$ cat config.mk
export PLATFORM = sky130hd
export DESIGN_NAME = hftm_sqrt
export DESIGN_NICKNAME = d
export VERILOG_FILES = /design/src/hftm_pkg.sv /design/src/hftm_sqrt.sv
export SDC_FILE = /design/constraint.sdc
export NUM_CORES = 1
export LEC_CHECK = 0
export BUFFER_PORTS_ARGS = -buffer_cell sky130_fd_sc_hd__clkbuf_2
export CAP_MARGIN = 0
export CELL_PAD_IN_SITES_DETAIL_PLACEMENT = 1
export CELL_PAD_IN_SITES_GLOBAL_PLACEMENT = 2
export CORE_UTILIZATION = 30
export DETAILED_ROUTE_END_ITERATION = 7
export MAX_ROUTING_LAYER = met4
export PLACE_DENSITY_LB_ADDON = 0.1
export SYNTH_ARGS = -nofsm -noshare
export SYNTH_HDL_FRONTEND = slang
export SYNTH_SLANG_ARGS = --single-unit
$ cat constraint.sdc
create_clock -name clk_i -period 3.82 [get_ports clk_i]
set_input_delay 0.573 -clock clk_i [delete_from_list [all_inputs] [get_ports clk_i]]
set_output_delay 0.573 -clock clk_i [all_outputs]
set_load 0.005 [all_outputs]
$ cat src/hftm_pkg.sv
// Shared constants and types for the filmic tonemap pixel pipeline.
package hftm_pkg;

  // Q16 unity and curve constants (truncated to Q16)
  localparam logic [16:0] Q_ONE       = 17'd65536;
  localparam logic [17:0] K_251       = 18'd164495;
  localparam logic [17:0] K_243       = 18'd159252;
  localparam logic [21:0] K_003       = 22'd1966;
  localparam logic [21:0] K_059       = 22'd38666;
  localparam logic [13:0] K_014       = 14'd9175;

  // Rec.709 luminance weights in Q16
  localparam logic [12:0] W_B         = 13'd4732;
  localparam logic [15:0] W_G         = 16'd46871;
  localparam logic [13:0] W_R         = 14'd13933;

  localparam logic [15:0] EXP_RESET   = 16'd256;
  localparam logic [15:0] SAT_NEUTRAL = 16'd4096;
  localparam logic [7:0]  ALPHA_BYTE  = 8'hFF;

  // divide by 255: floor(w * RECIP_255 / 2^36) is exact for w < 2^28
  localparam logic [28:0] RECIP_255   = 29'd269488145;
  // exposed value saturates to 16.0 once radiance*exposure + 127 reaches this
  localparam logic [40:0] X_SAT_LIMIT = 41'd267387135;
  localparam logic [20:0] X_MAX       = 21'd1048576;

  // pipeline depths
  localparam int CURVE_LAT = 23;
  localparam int CHROMA_LAT = 5;
  localparam int SQRT_LAT  = 19;
  localparam int PIPE_LAT  = CURVE_LAT + CHROMA_LAT + SQRT_LAT + 1;

  typedef enum logic [1:0] {
    REG_EXPOSURE   = 2'd0,
    REG_SATURATION = 2'd1,
    REG_LINEAR     = 2'd2
  } cfg_reg_e;

endpackage

$ cat src/hftm_sqrt.sv
// Pipelined rounded square root encode in Q16, bypassed when linear mode is off.
module hftm_sqrt (
  input  logic        clk_i,
  input  logic [16:0] c_i,
  input  logic        linear_i,
  output logic [16:0] u_o
);
  import hftm_pkg::*;

  logic [32:0] rem_q  [18];
  logic [16:0] root_q [18];
  logic [16:0] c_q    [18];
  logic [16:0] u_q;

  always_ff @(posedge clk_i) begin
    rem_q[0]  <= {c_i, 16'b0};
    root_q[0] <= '0;
    c_q[0]    <= c_i;
  end

  for (genvar k = 0; k < 17; k++) begin : g_bit
    localparam int BI = 16 - k;
    logic [34:0] trial;
    logic        ge;
    assign trial = (35'(root_q[k]) << (BI + 1)) + (35'd1 << (2 * BI));
    assign ge    = ({2'b0, rem_q[k]} >= trial);
    always_ff @(posedge clk_i) begin
      rem_q[k+1]  <= ge ? 33'({2'b0, rem_q[k]} - trial) : rem_q[k];
      root_q[k+1] <= root_q[k] | (ge ? (17'd1 << BI) : 17'd0);
      c_q[k+1]    <= c_q[k];
    end
  end

  // round to nearest: remainder above root means the next integer is closer
  always_ff @(posedge clk_i) begin
    if (linear_i) begin
      u_q <= (rem_q[17] > 33'(root_q[17])) ? (root_q[17] + 17'd1) : root_q[17];
    end else begin
      u_q <= c_q[17];
    end
  end

  assign u_o = u_q;

endmodule

==> flow_metrics.tcl <==
set metrics [dict create \
    p_sw_mw 8.70 \
    max_freq_mhz 296 \
    design_area_mm2 0.0318 \
    grt_setup_unrepaired "no" \
    path_max_fanout 8 \
    cts_buffer_depth 3 \
    die_h_um 303 \
    setup_viol 0 \
    p_int_mw 17.9 \
    mappedNetlistArea_mm2 0.0272 \
    yosys_most_used_dff "dfxtp_1" \
    hp-start "c_i[16]" \
    slew_headroom_pct 45.6 \
    post_synth_fa_ha_maj_area_fraction_pct 8.47 \
    crit_type "flip-flop to flip-flop" \
    first_pass_iters 4 \
    fin_util_pct 35.3 \
    grt_usage_pct 14.0 \
    outcome "finished, final reports clean" \
    synth_compound_area_share_pct 11.8 \
    io_pins 36 \
    highest_layer "met4" \
    cp-start-kind "flip-flop" \
    htreeDepth 3 \
    vdd_ir_drop_max_v 0.000367 \
    ctsRootBufferMaster "clkbuf_16" \
    wl_met1_um 26800 \
    grt_pass1_wl_um 101000 \
    die_w_um 303 \
    worstRegToRegCells 9 \
    wl_per_cell_um 15.4 \
    yosys_warnings 0 \
    setup.worst_path.start "rem_q[16][3]" \
    die-area_mm2 0.0920 \
    met3WireLength_um 1650 \
    drc 0 \
    rows 110 \
    clock_skew_ns 0.0454 \
    synthMuxAreaShare_pct 1.47 \
    clk_latency_ns 0.64 \
    fill_cells 10000 \
    period_share_pct 88.5 \
    critPathCaptureType "flip-flop" \
    core_mm2 0.0900 \
    tightest_slew_ns 0.805 \
    final_nets 2906 \
    critPathArrivalTime_ns 3.89 \
    grt_max_degree 34 \
    avgSynthCellArea_um2 10.5 \
    yosys.area_share.simple_pct 12.1 \
    cp.required_ns 4.33 \
    synth_xor_area_share_pct 6.66 \
    antenna_cells 0 \
    worstHoldPathType "input port to flip-flop" \
    timing.rr.start "rem_q[16][3]" \
    route.met2.wl_um 30400 \
    slew_viol_final 0 \
    grt-ovfl-total 0 \
    ff2ff_setup_slack_ns 0.44 \
    viasPerCell 4.51 \
    synthDistinctLibCells 82 \
    finalSetupTns_ns 0 \
    hpwl_um 47300 \
    syn_nets 2792 \
    io_buffers 35 \
    numCtsBuffers 85 \
    hold_viol 0 \
    placed_area_mm2 0.0288 \
    tritoncts "yes" \
    area_growth_pct 16.7 \
    final_cell_mix "757 x dfxtp_1, 229 x inv_1, 170 x ha_1" \
    drtIter0Drc 588 \
    synth-edff-count 0 \
    antenna_found_initial 0 \
    pwr-share-seq_pct 41.9 \
    total_leakage_power_nw 14.2 \
    clk_pin_slew_worst_paths_ns 0.06 \
    drive_gt1_share_pct 9.49 \
    holdPathStages 1 \
    p_clk_share_pct 30.4 \
    dr_total_vias 17800 \
    p_comb_share_pct 27.7 \
    synth_top_family_by_area "simple AND/OR/NAND/NOR gates" \
    p_sw_share_pct 32.7 \
    gp_congestion 0.796 \
    r2r-end "rem_q[17][24]" \
    start_util_pct 30.3 \
    drt_wl_total_um 60900 \
    hold_end "c_q[0][16]" \
    synth-seq-cells 757 \
    ant_nets 0 \
    seq_area_frac_synth_pct 55.6 \
    final_common_cell "dfxtp_1" \
    cts.sinks 757 \
    synthCells 2594 \
    powerDensity_mw_per_mm2 836 \
    grt_pass1_vias 19200 \
    cts-resized-gates 0 \
    period_needed_ns 3.38 \
    cap_violations 0 \
    async_reset_ff_share_pct 0 \
]
## timing repair
action                                 CTS  global route
hold buffers                            14             0
endpoints found under the hold margin   14             0
buffers inserted                         0             0
## worst max-delay path by stage
stage,endpoint,slack [ns],cells past startpoint
2_1_floorplan,rem_q[17][32],1.11,10
3_3_place_gp,rem_q[17][32],0.51,10
3_5_place_dp,rem_q[17][24],0.46,9
4_1_cts,rem_q[17][24],0.43,10
5_1_grt,rem_q[17][28],0.20,10
6_report,rem_q[17][24],0.44,9
## Yosys cell counts, types with 9 or more instances
master    count  area share (%)
and3_1       14            0.32
or2_2        11            0.25
o31ai_1      22            0.61
inv_1       229             3.2
or3_1        18            0.41
fa_1          9            0.66
o21ai_0     139             2.6
a211oi_1     20            0.55
o211ai_1     13            0.36
a21oi_1     125             2.3
a21o_1       38             1.0
nand4_1      23            0.53
mux2_2       31             1.3
xor2_1      101             3.2
dfxtp_1     757              56
nor2_1      152             2.1
nor2b_1      23            0.53
ha_1        170             7.8
a31oi_1      14            0.32
o21a_1       48             1.3
and2_1       16            0.37
or4_1         9            0.25
buf_2        10            0.18
nand2_1     155             2.1
nand2b_1     30            0.69
xnor2_1     106             3.4
nor4b_1      11            0.35
clkbuf_1     20            0.28
nor3_1       69             1.3
nand3_1      40            0.73
nor4_1       39            0.90
## flip-flops by register name, summed over array words and instances, names as in the netlist
signal / flops
c_q: 306
rem_q: 281
u_o: 17
root_q: 153
## worst max-delay path, cell delays in order (launching register included)
cell	delay (ns)
dfxtp_1	0.36
ha_1	0.24
fa_1	0.45
a211oi_1	0.37
o211ai_1	0.20
a41oi_1	0.49
o31ai_1	0.21
a311oi_2	0.58
nand3b_1	0.18
xnor2_1	0.17
## routing by layer
layer  track usage, %  up-vias
met5                -        -
met4             5.15        0
met3             2.42      116
met2             24.4      174
met1             16.0     8429
li1                 -     9078
## area by class of cell
type | instances | area [µm²] | area share, %
Inverter | 230 | 863 | 2.71
Clock buffer | 113 | 2350 | 7.40
Clock inverter | 38 | 492 | 1.55
Tap cell | 1176 | 1470 | 4.63
Multi-Input combinational cell | 1570 | 11000 | 34.7
Sequential cell | 757 | 15200 | 47.7
Timing Repair Buffer | 64 | 428 | 1.35
## through the flow
stage	hold WS, ns	cells	setup slack [ns]	power, mW
floorplan	0.310	2594	1.11	16.6
detailed placement	0.313	3783	0.463	18.8
CTS	0.000915	3948	0.428	27.1
finish	0.0479	3948	0.441	26.6
global route	0.0113	3948	0.200	28.5
global placement	0.310	3783	0.508	18.7
## kinds of logic (layout without fill, tap and decap cells)
kind of cell	count (synthesis)	after routing
xor gates and xnor gates	207	207
buffers and inverters	267	445
other	1	1
and+or+nand+nor	648	648
muxes	36	36
AOI/OAI and AO/OA	499	499
adders and majority gates	179	179
DFF	757	757
## power by group through the flow
stage | Combinational [mW] | Sequential (mW) | Clock [mW]
global route | 8.39 | 11.4 | 8.72
detailed placement | 7.43 | 11.3 | 0
global placement | 7.32 | 11.3 | 0
CTS | 7.50 | 11.2 | 8.39
finish | 7.37 | 11.1 | 8.08
floorplan | 5.83 | 10.7 | 0
Power figures use the tool's default switching activity.
